$ cat config.mk
export PLATFORM = sky130hd
export DESIGN_NAME = year_mean_stripe_quantizer
export DESIGN_NICKNAME = d
export VERILOG_FILES = /design/src/rtl/ymsq_pkg.sv /design/src/rtl/ymsq_ram.sv /design/src/rtl/ymsq_alu.sv /design/src/rtl/year_mean_stripe_quantizer.sv
export SDC_FILE = /design/constraint.sdc
export NUM_CORES = 2
export LEC_CHECK = 0
export BUFFER_PORTS_ARGS = -buffer_cell sky130_fd_sc_hd__buf_2
export CAP_MARGIN = 15
export CORE_MARGIN = 4
export CORE_UTILIZATION = 68
export CTS_CLUSTER_SIZE = 24
export DETAILED_ROUTE_END_ITERATION = 10
export PLACE_DENSITY = 0.82
export SLEW_MARGIN = 20
export SYNTH_ARGS = -nofsm -noshare
export SYNTH_HDL_FRONTEND = slang
export SYNTH_HIERARCHICAL = 1
export SYNTH_SLANG_ARGS = --single-unit
export TNS_END_PERCENT = 100
$ cat constraint.sdc
create_clock -name clk -period 14.9 [get_ports clk]
set_input_delay 2.98 -clock clk [delete_from_list [all_inputs] [get_ports clk]]
set_output_delay 2.98 -clock clk [all_outputs]
set_load 0.03 [all_outputs]
$ cat src/rtl/ymsq_pkg.sv
// shared types and constants for the yearly mean stripe quantizer
// no dependencies; imported by ymsq_alu and the top level
package ymsq_pkg;

    localparam int SAMPLE_W   = 16;
    localparam int MEAN_W     = 16;
    localparam int SUM_W      = 20;
    localparam int ALU_W      = 21;
    localparam int BIN_W      = 3;
    localparam int IDX_W      = 6;
    localparam int IN_DATA_W  = 16;
    localparam int OUT_DATA_W = 32;

    // 1.0 in q12.8 at the ALU width
    localparam logic signed [ALU_W-1:0] ONE_Q8 = ALU_W'(256);

    typedef enum logic
    {
        ALU_ADD,
        ALU_SUB
    } alu_op_t;

    typedef struct packed
    {
        logic neg;
        logic zero;
    } alu_flags_t;

    typedef enum logic [3:0]
    {
        ST_IDLE,
        ST_ACC,
        ST_DIV_ABS,
        ST_DIV_MUL,
        ST_DIV_SIGN,
        ST_MIN,
        ST_MAX,
        ST_RANGE,
        ST_RANGE_ONE,
        ST_RD,
        ST_DIFF,
        ST_CMP,
        ST_ADD,
        ST_OUT
    } state_t;

endpackage

$ cat src/rtl/ymsq_ram.sv
// generic single write port ram with registered read
// no dependencies
module ymsq_ram #(
    parameter int WIDTH = 16,
    parameter int DEPTH = 64
) (
    input  logic                                     clk,
    input  logic                                     we,
    input  logic [(DEPTH > 1 ? $clog2(DEPTH) : 1)-1:0] waddr,
    input  logic [WIDTH-1:0]                         wdata,
    input  logic                                     re,
    input  logic [(DEPTH > 1 ? $clog2(DEPTH) : 1)-1:0] raddr,
    output logic [WIDTH-1:0]                         rdata
);

    logic [WIDTH-1:0] mem [DEPTH];

    always_ff @(posedge clk)
    begin
        if (we)
        begin
            mem[waddr] <= wdata;
        end
        if (re)
        begin
            rdata <= mem[raddr];
        end
    end

endmodule

$ cat src/rtl/ymsq_alu.sv
// shared add / subtract unit with sign and zero flags
// depends on ymsq_pkg
module ymsq_alu
    import ymsq_pkg::*;
(
    input  alu_op_t                  op,
    input  logic signed [ALU_W-1:0]  a,
    input  logic signed [ALU_W-1:0]  b,
    output logic signed [ALU_W-1:0]  res,
    output alu_flags_t               flags
);

    always_comb
    begin
        case (op)
            ALU_ADD: res = a + b;
            ALU_SUB: res = a - b;
            default: res = a + b;
        endcase
        flags.neg  = res[ALU_W-1];
        flags.zero = (res == '0);
    end

endmodule

$ cat src/rtl/year_mean_stripe_quantizer.sv
// channel   dir  signals                        item
// s_axis    in   tvalid tready tdata tlast      one monthly sample, tlast marks end of run
// m_axis    out  tvalid tready tdata tlast      one classified year, tlast on the final year
//
// a sample is added to the running sum; one that closes a year is then divided (magnitude
// times the reciprocal of MONTHS_PER_YEAR, sign fix), then min/max update and store write,
// which are skipped if the store is full; emission per year reads the store, then runs the
// compare/add steps and presents the output; one adder does the add/subtract work, the
// year store has one read port; input is not ready while a sample or the emission walk is in progress
// asynchronous active-low reset clears the run; output stalls hold the result in place
//
// top level of the yearly mean stripe quantizer
// depends on ymsq_pkg, ymsq_alu, ymsq_ram
module year_mean_stripe_quantizer
    import ymsq_pkg::*;
#(
    parameter int MAX_YEARS       = 64,
    parameter int MONTHS_PER_YEAR = 12,
    parameter int NUM_BINS        = 8
) (
    input  logic                  clk,
    input  logic                  rst_n,
    input  logic                  s_axis_tvalid,
    output logic                  s_axis_tready,
    input  logic [IN_DATA_W-1:0]  s_axis_tdata,   // sample[15:0]
    input  logic                  s_axis_tlast,   // last_sample
    output logic                  m_axis_tvalid,
    input  logic                  m_axis_tready,
    output logic [OUT_DATA_W-1:0] m_axis_tdata,   // year_index[5:0], year_mean[21:6], bin[24:22]
    output logic                  m_axis_tlast    // last_year
);

    localparam int CNT_W   = $clog2(MAX_YEARS + 1);
    localparam int ADDR_W  = MAX_YEARS > 1 ? $clog2(MAX_YEARS) : 1;
    localparam int MONTH_W = $clog2(MONTHS_PER_YEAR + 1);

    // reciprocal of the divisor, exact for dividend magnitudes below 2^(SUM_W-1)
    localparam int DIV_L     = $clog2(MONTHS_PER_YEAR);
    localparam int DIV_SHIFT = SUM_W - 1 + DIV_L;
    localparam int RECIP_W   = SUM_W + 1;
    localparam int PROD_W    = DIV_SHIFT + SUM_W;

    localparam logic [RECIP_W-1:0]      RECIP_C  =
        RECIP_W'((1 << DIV_SHIFT) / MONTHS_PER_YEAR + 1);
    localparam logic signed [ALU_W-1:0] BINS_C   = ALU_W'(NUM_BINS);
    localparam logic [BIN_W-1:0]        LAST_BIN = BIN_W'(NUM_BINS - 1);
    localparam logic [MONTH_W-1:0]      MONTHS_C = MONTH_W'(MONTHS_PER_YEAR);
    localparam logic [CNT_W-1:0]        YEARS_C  = CNT_W'(MAX_YEARS);

    state_t state_reg, state_next;

    logic signed [SAMPLE_W-1:0] sample_reg, sample_next;
    logic                       last_reg, last_next;
    logic signed [SUM_W-1:0]    sum_reg, sum_next;
    logic [MONTH_W-1:0]         month_reg, month_next;
    logic [CNT_W-1:0]           count_reg, count_next;
    logic signed [MEAN_W-1:0]   min_reg, min_next;
    logic signed [MEAN_W-1:0]   max_reg, max_next;
    logic [SUM_W-1:0]           quo_reg, quo_next;
    logic                       neg_reg, neg_next;
    logic signed [MEAN_W-1:0]   mean_reg, mean_next;
    logic signed [ALU_W-1:0]    range_reg, range_next;
    logic signed [ALU_W-1:0]    lhs_reg, lhs_next;
    logic signed [ALU_W-1:0]    acc_reg, acc_next;
    logic [BIN_W-1:0]           j_reg, j_next;
    logic [BIN_W-1:0]           bin_reg, bin_next;
    logic [ADDR_W-1:0]          idx_reg, idx_next;

    alu_op_t                 alu_op;
    logic signed [ALU_W-1:0] alu_a, alu_b, alu_res;
    alu_flags_t              alu_flags;

    logic                    ram_we, ram_re;
    logic [MEAN_W-1:0]       ram_rdata;

    logic [MONTH_W-1:0]      month_inc;
    logic [PROD_W-1:0]       div_prod;
    logic                    close_year;
    logic                    last_out;
    logic                    in_accept, out_accept;

    ymsq_alu u_alu (
        .op    (alu_op),
        .a     (alu_a),
        .b     (alu_b),
        .res   (alu_res),
        .flags (alu_flags)
    );

    ymsq_ram #(
        .WIDTH (MEAN_W),
        .DEPTH (MAX_YEARS)
    ) u_store (
        .clk   (clk),
        .we    (ram_we),
        .waddr (count_reg[ADDR_W-1:0]),
        .wdata (mean_reg),
        .re    (ram_re),
        .raddr (idx_reg),
        .rdata (ram_rdata)
    );

    assign in_accept  = s_axis_tvalid && s_axis_tready;
    assign out_accept = m_axis_tvalid && m_axis_tready;
    assign month_inc  = MONTH_W'(month_reg + 1'b1);
    assign close_year = (month_inc == MONTHS_C) || last_reg;
    // magnitude times the rounded-up reciprocal, quotient in the upper bits
    assign div_prod   = PROD_W'(quo_reg) * PROD_W'(RECIP_C);
    assign last_out   = ((CNT_W'(idx_reg) + CNT_W'(1)) == count_reg);

    assign s_axis_tready = (state_reg == ST_IDLE);
    assign m_axis_tvalid = (state_reg == ST_OUT);
    assign m_axis_tdata  = {{(OUT_DATA_W - IDX_W - MEAN_W - BIN_W){1'b0}},
                            bin_reg, mean_reg, IDX_W'(idx_reg)};
    assign m_axis_tlast  = last_out;

    // next state
    always_comb
    begin
        state_next = state_reg;
        case (state_reg)
            ST_IDLE:
            begin
                if (in_accept)
                begin
                    state_next = ST_ACC;
                end
            end
            ST_ACC:
            begin
                if (close_year)
                begin
                    state_next = ST_DIV_ABS;
                end
                else
                begin
                    state_next = ST_IDLE;
                end
            end
            ST_DIV_ABS:
            begin
                state_next = ST_DIV_MUL;
            end
            ST_DIV_MUL:
            begin
                state_next = ST_DIV_SIGN;
            end
            ST_DIV_SIGN:
            begin
                if (count_reg < YEARS_C)
                begin
                    state_next = ST_MIN;
                end
                else if (last_reg)
                begin
                    state_next = ST_RANGE;
                end
                else
                begin
                    state_next = ST_IDLE;
                end
            end
            ST_MIN:
            begin
                state_next = ST_MAX;
            end
            ST_MAX:
            begin
                if (last_reg)
                begin
                    state_next = ST_RANGE;
                end
                else
                begin
                    state_next = ST_IDLE;
                end
            end
            ST_RANGE:
            begin
                state_next = ST_RANGE_ONE;
            end
            ST_RANGE_ONE:
            begin
                if (count_reg == '0)
                begin
                    state_next = ST_IDLE;
                end
                else
                begin
                    state_next = ST_RD;
                end
            end
            ST_RD:
            begin
                state_next = ST_DIFF;
            end
            ST_DIFF:
            begin
                state_next = ST_CMP;
            end
            ST_CMP:
            begin
                if (alu_flags.neg || alu_flags.zero || (j_reg == LAST_BIN))
                begin
                    state_next = ST_OUT;
                end
                else
                begin
                    state_next = ST_ADD;
                end
            end
            ST_ADD:
            begin
                state_next = ST_CMP;
            end
            ST_OUT:
            begin
                if (out_accept)
                begin
                    if (last_out)
                    begin
                        state_next = ST_IDLE;
                    end
                    else
                    begin
                        state_next = ST_RD;
                    end
                end
            end
            default:
            begin
                state_next = ST_IDLE;
            end
        endcase
    end

    // datapath control and register updates
    always_comb
    begin
        sample_next = sample_reg;
        last_next   = last_reg;
        sum_next    = sum_reg;
        month_next  = month_reg;
        count_next  = count_reg;
        min_next    = min_reg;
        max_next    = max_reg;
        quo_next    = quo_reg;
        neg_next    = neg_reg;
        mean_next   = mean_reg;
        range_next  = range_reg;
        lhs_next    = lhs_reg;
        acc_next    = acc_reg;
        j_next      = j_reg;
        bin_next    = bin_reg;
        idx_next    = idx_reg;
        alu_op      = ALU_ADD;
        alu_a       = '0;
        alu_b       = '0;
        ram_we      = 1'b0;
        ram_re      = 1'b0;
        case (state_reg)
            ST_IDLE:
            begin
                if (in_accept)
                begin
                    sample_next = $signed(s_axis_tdata[SAMPLE_W-1:0]);
                    last_next   = s_axis_tlast;
                end
            end
            ST_ACC:
            begin
                alu_op     = ALU_ADD;
                alu_a      = ALU_W'(sum_reg);
                alu_b      = ALU_W'(sample_reg);
                sum_next   = alu_res[SUM_W-1:0];
                month_next = month_inc;
            end
            ST_DIV_ABS:
            begin
                // divide the magnitude, fix the sign afterwards
                alu_op     = ALU_SUB;
                alu_a      = '0;
                alu_b      = ALU_W'(sum_reg);
                neg_next   = sum_reg[SUM_W-1];
                quo_next   = sum_reg[SUM_W-1] ? alu_res[SUM_W-1:0] : sum_reg;
                sum_next   = '0;
                month_next = '0;
            end
            ST_DIV_MUL:
            begin
                quo_next = div_prod[DIV_SHIFT +: SUM_W];
            end
            ST_DIV_SIGN:
            begin
                alu_op    = ALU_SUB;
                alu_a     = '0;
                alu_b     = ALU_W'(quo_reg);
                mean_next = neg_reg ? alu_res[MEAN_W-1:0] : quo_reg[MEAN_W-1:0];
            end
            ST_MIN:
            begin
                alu_op = ALU_SUB;
                alu_a  = ALU_W'(mean_reg);
                alu_b  = ALU_W'(min_reg);
                if (count_reg == '0)
                begin
                    min_next = mean_reg;
                    max_next = mean_reg;
                end
                else if (alu_flags.neg)
                begin
                    min_next = mean_reg;
                end
            end
            ST_MAX:
            begin
                alu_op     = ALU_SUB;
                alu_a      = ALU_W'(max_reg);
                alu_b      = ALU_W'(mean_reg);
                if ((count_reg != '0) && alu_flags.neg)
                begin
                    max_next = mean_reg;
                end
                ram_we     = 1'b1;
                count_next = count_reg + 1'b1;
            end
            ST_RANGE:
            begin
                alu_op     = ALU_SUB;
                alu_a      = ALU_W'(max_reg);
                alu_b      = ALU_W'(min_reg);
                range_next = alu_res;
            end
            ST_RANGE_ONE:
            begin
                alu_op     = ALU_ADD;
                alu_a      = range_reg;
                alu_b      = ONE_Q8;
                range_next = alu_res;
                idx_next   = '0;
            end
            ST_RD:
            begin
                ram_re = 1'b1;
            end
            ST_DIFF:
            begin
                alu_op    = ALU_SUB;
                alu_a     = ALU_W'($signed(ram_rdata));
                alu_b     = ALU_W'(min_reg);
                mean_next = $signed(ram_rdata);
                lhs_next  = ALU_W'(alu_res * BINS_C);
                acc_next  = '0;
                j_next    = '0;
            end
            ST_CMP:
            begin
                // first threshold not below the mean wins
                alu_op   = ALU_SUB;
                alu_a    = lhs_reg;
                alu_b    = acc_reg;
                bin_next = j_reg;
            end
            ST_ADD:
            begin
                alu_op   = ALU_ADD;
                alu_a    = acc_reg;
                alu_b    = range_reg;
                acc_next = alu_res;
                j_next   = j_reg + 1'b1;
            end
            ST_OUT:
            begin
                if (out_accept)
                begin
                    if (last_out)
                    begin
                        count_next = '0;
                        min_next   = '0;
                        max_next   = '0;
                    end
                    else
                    begin
                        idx_next = idx_reg + 1'b1;
                    end
                end
            end
            default:
            begin
                ram_we = 1'b0;
            end
        endcase
    end

    always_ff @(posedge clk or negedge rst_n)
    begin
        if (!rst_n)
        begin
            state_reg <= ST_IDLE;
            sum_reg   <= '0;
            month_reg <= '0;
            count_reg <= '0;
            min_reg   <= '0;
            max_reg   <= '0;
        end
        else
        begin
            state_reg <= state_next;
            sum_reg   <= sum_next;
            month_reg <= month_next;
            count_reg <= count_next;
            min_reg   <= min_next;
            max_reg   <= max_next;
        end
    end

    always_ff @(posedge clk)
    begin
        sample_reg <= sample_next;
        last_reg   <= last_next;
        quo_reg    <= quo_next;
        neg_reg    <= neg_next;
        mean_reg   <= mean_next;
        range_reg  <= range_next;
        lhs_reg    <= lhs_next;
        acc_reg    <= acc_next;
        j_reg      <= j_next;
        bin_reg    <= bin_next;
        idx_reg    <= idx_next;
    end

endmodule
* Word-level counts from Yosys, hierarchy flattened
Memories as Yosys holds them, arrays and structs flattened. A register that Yosys moved wholly into a read port is not among the register bits. Index checks and enable logic that the tools add are counted.
Operators by class: add/subtract/negate cells 7, multipliers 1, magnitude comparators 1, equal/unequal tests 23, multiplexer cells 39, bitwise logic cells 1, reductions and logical operators 29
Operators with widths (count):
- 21-bit one-hot mux with 8 select lines | 1
- 21-bit one-hot mux with 7 select lines | 1
- 16-bit 2-to-1 mux | 7
- 21-bit one-hot mux with 2 select lines | 2
- 20-bit one-hot mux with 2 select lines | 2
- 16-bit one-hot mux with 2 select lines | 2
- 4-bit one-hot mux with 13 select lines | 1
- 16-bit one-hot mux with 3 select lines | 1
- 20-bit by 20-bit multiplier with 40-bit output, second input constant | 1
- 4-bit == test, second input constant | 7
- 21-bit adder | 1
- 21-bit logical NOT | 1
- 21-bit subtractor | 1
- 20-bit 2-to-1 mux | 1
- 4-bit by 3-bit == test with 1-bit output, second input constant | 4
- 4-bit 2-to-1 mux | 4
- 7-bit 2-to-1 mux | 2
- 7-bit one-hot mux with 2 select lines | 1
- 2-bit nonzero test | 7
- 6-bit 2-to-1 mux | 2
- 6-bit one-hot mux with 2 select lines | 1
- 4-bit by 2-bit == test with 1-bit output, second input constant | 2
- 4-bit one-hot mux with 2 select lines | 1
- 6-bit by 1-bit adder with 7-bit output, second input constant | 1
- other kinds (29) | 47
Storage, ports and cells: bits in registers 193, bits in writable memories 1024, bits of input ports 21, output and inout port bits 35, word-level logic and storage cells 119, memories kept 1
Memories:
- u_store.mem | words 64, width 16, rd ports 1, clocked after memory_dff 1, wr ports 1, RTL line ymsq_ram.sv:16 | logic [WIDTH-1:0] mem [DEPTH];

* Logic depth before layout (Yosys ltp)
word-level depth 10, gate-level depth with buffers 28, depth with buffers taken out 26

* Hierarchy
Netlist, hierarchy kept.
Modules (own cells, without submodules):
- ymsq_ram | times used 1, cells an instance 1829, area an instance 40202.3 um^2, sequential area each 31230.0 um^2
- year_mean_stripe_quantizer | times used 1, cells an instance 1515, area an instance 16275.6 um^2, sequential area each 5460.2 um^2
- ymsq_alu | times used 1, cells an instance 220, area an instance 1506.4 um^2, sequential area each 0.0 um^2

* Worst setup path after synthesis
OpenSTA, ideal clock, no wires.
path kind register to register, start reg quo_reg[7], end reg quo_reg[15] (data pin), library setup time 271 ps, arrival 6016 ps, data required time 14629 ps, setup slack 8613 ps, stages on the path, launching flop included 21, buffers on the path 0, clock period less this slack 6287 ps, path through edfxtp_1 ha_1 ha_1 ha_1 or2_2 fa_1 fa_1 fa_1 inv_1 fa_1 inv_1 ha_1 a21oi_1 o21ai_1 or4_1 or3_4 a31oi_4 a211oi_1 a211o_1 a211oi_2 o22ai_1
On the way: cells in the longest elaborated chain, start to end 5, elaborated cells between the ends (all ways) 7, classes of those cells add/sub (2); mul (1); mux (4)
Ends and longest elaborated chain:
- start: declaration | RTL line year_mean_stripe_quantizer.sv:59 | logic [SUM_W-1:0] quo_reg, quo_next;
- start signal: assignment | RTL line year_mean_stripe_quantizer.sv:421 | quo_reg <= quo_next;
- branches (longest 4 deep; another with 20-bit by 20-bit multiplier with 40-bit output)
- 20-bit one-hot mux with 2 select lines (*) | RTL line year_mean_stripe_quantizer.sv:261 | case (state_reg)
- named net quo_next[15] | RTL line year_mean_stripe_quantizer.sv:59
Mark *: on every way through the listed nets, which the timed path passes. A chain may end at the register's enable or synchronous reset.

==> results.cfg <==
[outcome]
status = complete, no violations

[finish]
largest_reg_flops = 1024
nets = 4046
final_common_cell = edfxtp_1
drive_above_1_share_pct = 17.2
layout_common_cells = edfxtp_1, inv_1, mux4_2
area_growth_pct = 9.58

[clocking]
cts_tree = built
clkTransAtPathRegs_ns = 0.07
cts-root-buf = clkbuf_16
h-tree-depth = 3
numCtsBuffers = 116
cts_resized = 0
clkLatencyLatePin_ns = 0.75
post-cts-setup-buffer-count = 0
hold_buffers = 0
cts_num_sinks = 1233
cts_buffer_depth = 3

[synthesis]
synth_cells = 3564
ys.flop_type = edfxtp_1
synthTopCellsByArea = edfxtp_1, mux4_2, fa_1, ha_1, dfrtp_1
synth-async-reset-ratio_pct = 5.43
ys_types = 84
synth_top_area_cell = edfxtp_1
synth_top_area_share_pct = 60.4
ys_ff_latch = 1233
synth-edff-count = 1166
yosysSeqAreaShare_pct = 63.3
ys_warn_count = 6
synth_area_um2 = 58000
avgSynthCellArea_um2 = 16.3

[routing]
top_layer = met5
post_drt_wl_per_cell_um = 34.1
wirelength_um = 168000
via_per_inst = 7.19
dr_wl_met2_um = 82000
initialDrtViolationCount = 6344
route.met3.wl_um = 18900
route.detailed.drc = 0
firstDrtPassIters = 9
num_vias = 35346
drtAntennaViolNets = 0
met1_length_um = 54300

[timing]
min_period_ns = 7.60
rsz0062_at_grt = false
fin_tns_setup_ns = 0
setup_viol = 0
max_freq_mhz = 132
skew_ns = 0.0867
hold_viol_final = 0
tightestPinTransition_ns = 1.17
period_share_pct = 51.0
slew_violations = 0
max_slew_margin_pct = 21.8

[grt]
overflow = 0
grt_antenna_before_repair = 9
grt_max_degree = 121
grt_pass1_wl_um = 246000
grt_usage_pct = 37.8
first_global_vias = 35519

[critical_path]
critical_path_class = reg2reg
worst-r2r-setup-slack_ns = 7.30
r2r_start = state_reg[2]
rr_endpoint = min_reg[11]
worst_r2r_path_depth = 22
critPathMaxFanout = 54
startpoint_type = register
arrival_ns = 8.18
end_kind = register
required_ns = 15.48

[flow_run]
cap_viol_max_count = 0

[die]
die_x_um = 300
start_util_pct = 69.0
die_area_um2 = 90000
core_area_um2 = 84100
rows = 106
die_h_um = 300
ioPinCount = 56

[place]
port_buffers = 48
hpwl_um = 98500
place_congestion = 0.952

[worst_hold_path]
worstHoldEndpoint = bin_reg[1]
hp-start = j_reg[1]
hold_path_class = reg2reg
holdPathStages = 0
==> worst max-delay path, cell delays in order (launching register included) <==
cell      delay [ns]
dfrtp_1         0.76
nand2b_1        0.39
nor2_4          0.06
buf_4           0.32
a31o_2          0.44
a222oi_1        0.34
nand3_1         0.19
nor2_1          0.27
nand3_1         0.14
nor3_1          0.48
nand2_1         0.10
nor2_1          0.28
a21oi_1         0.13
xnor2_1         0.14
ha_1            0.37
nand3_1         0.17
a211oi_1        0.11
o41ai_1         0.37
o211ai_1        0.16
xnor2_1         0.66
o311ai_0        0.27
a21oi_2         0.86
mux2_2          0.43
==> synthesized netlist by cell type, types with 11 or more instances <==
master and n:
a211oi_1 26, a21o_1 16, a21oi_1 93, a221oi_1 18
a222oi_1 44, a22o_1 29, a22oi_1 75, a31oi_1 17
and2_1 12, and3_1 34, buf_2 39, buf_4 22
buf_6 17, clkbuf_1 81, dfrtp_1 67, edfxtp_1 1166
fa_1 136, ha_1 215, inv_1 251, mux2_1 15
mux2_2 47, mux2i_1 115, mux4_2 220, nand2_1 175
nand2b_1 11, nand3_1 70, nand4_1 35, nor2_1 136
nor2b_1 52, nor3_1 28, o21ai_0 59, o21ai_1 15
xnor2_1 50, xor2_1 24
==> cells by family after synthesis <==
family | count (synthesis) | synth area share [%]
fa+ha+maj | 351 | 9.33
other cells | 1 | 0.00647
simple gates | 599 | 5.06
mux | 401 | 11.9
flops | 1233 | 63.3
buf+inv | 431 | 3.45
xor+xnor | 74 | 1.12
compound gates | 474 | 5.84
==> worst max-delay path by stage <==
stage	start	end	cells past startpoint
2_1_floorplan	quo_reg[7]	quo_reg[15]	20
3_3_place_gp	state_reg[2]	min_reg[12]	22
3_5_place_dp	state_reg[2]	min_reg[11]	22
4_1_cts	state_reg[2]	min_reg[11]	22
5_1_grt	state_reg[2]	max_reg[1]	23
6_report	state_reg[2]	min_reg[11]	22
==> routing by layer <==
metal  global-route usage (%)  vias up
met5                        0        -
met4                     21.1       10
met3                     7.46      650
met2                     62.1     2999
met1                     48.2    17627
li1                         -    14060
==> per-stage QoR <==
step	cells	instance area (um2)	setup slack [ns]	hold slack (ns)	utilization [%]
floorplan	3570	58000	8.61	0.423	-
global placement	4689	59600	7.75	0.443	70.9
detailed placement	4689	59600	7.60	0.452	70.9
CTS	4909	63500	7.56	0.467	75.5
global route	4910	63500	6.81	0.493	75.6
finish	4913	63500	7.30	0.463	75.6
==> area by class of cell <==
type | instances | area, um2
antenna | 3 | 7.51
clock buffer | 146 | 3050
clock inverter | 74 | 862
fill | 4583 | 20500
inverter | 254 | 953
multi-input combinational | 1906 | 19400
sequential | 1233 | 36700
tap | 1134 | 1420
timing repair buffer | 163 | 1160
Power is left out: the tool's default activity adds up to more than one toggle a clock period on the data nets, which glitch-free logic cannot reach.
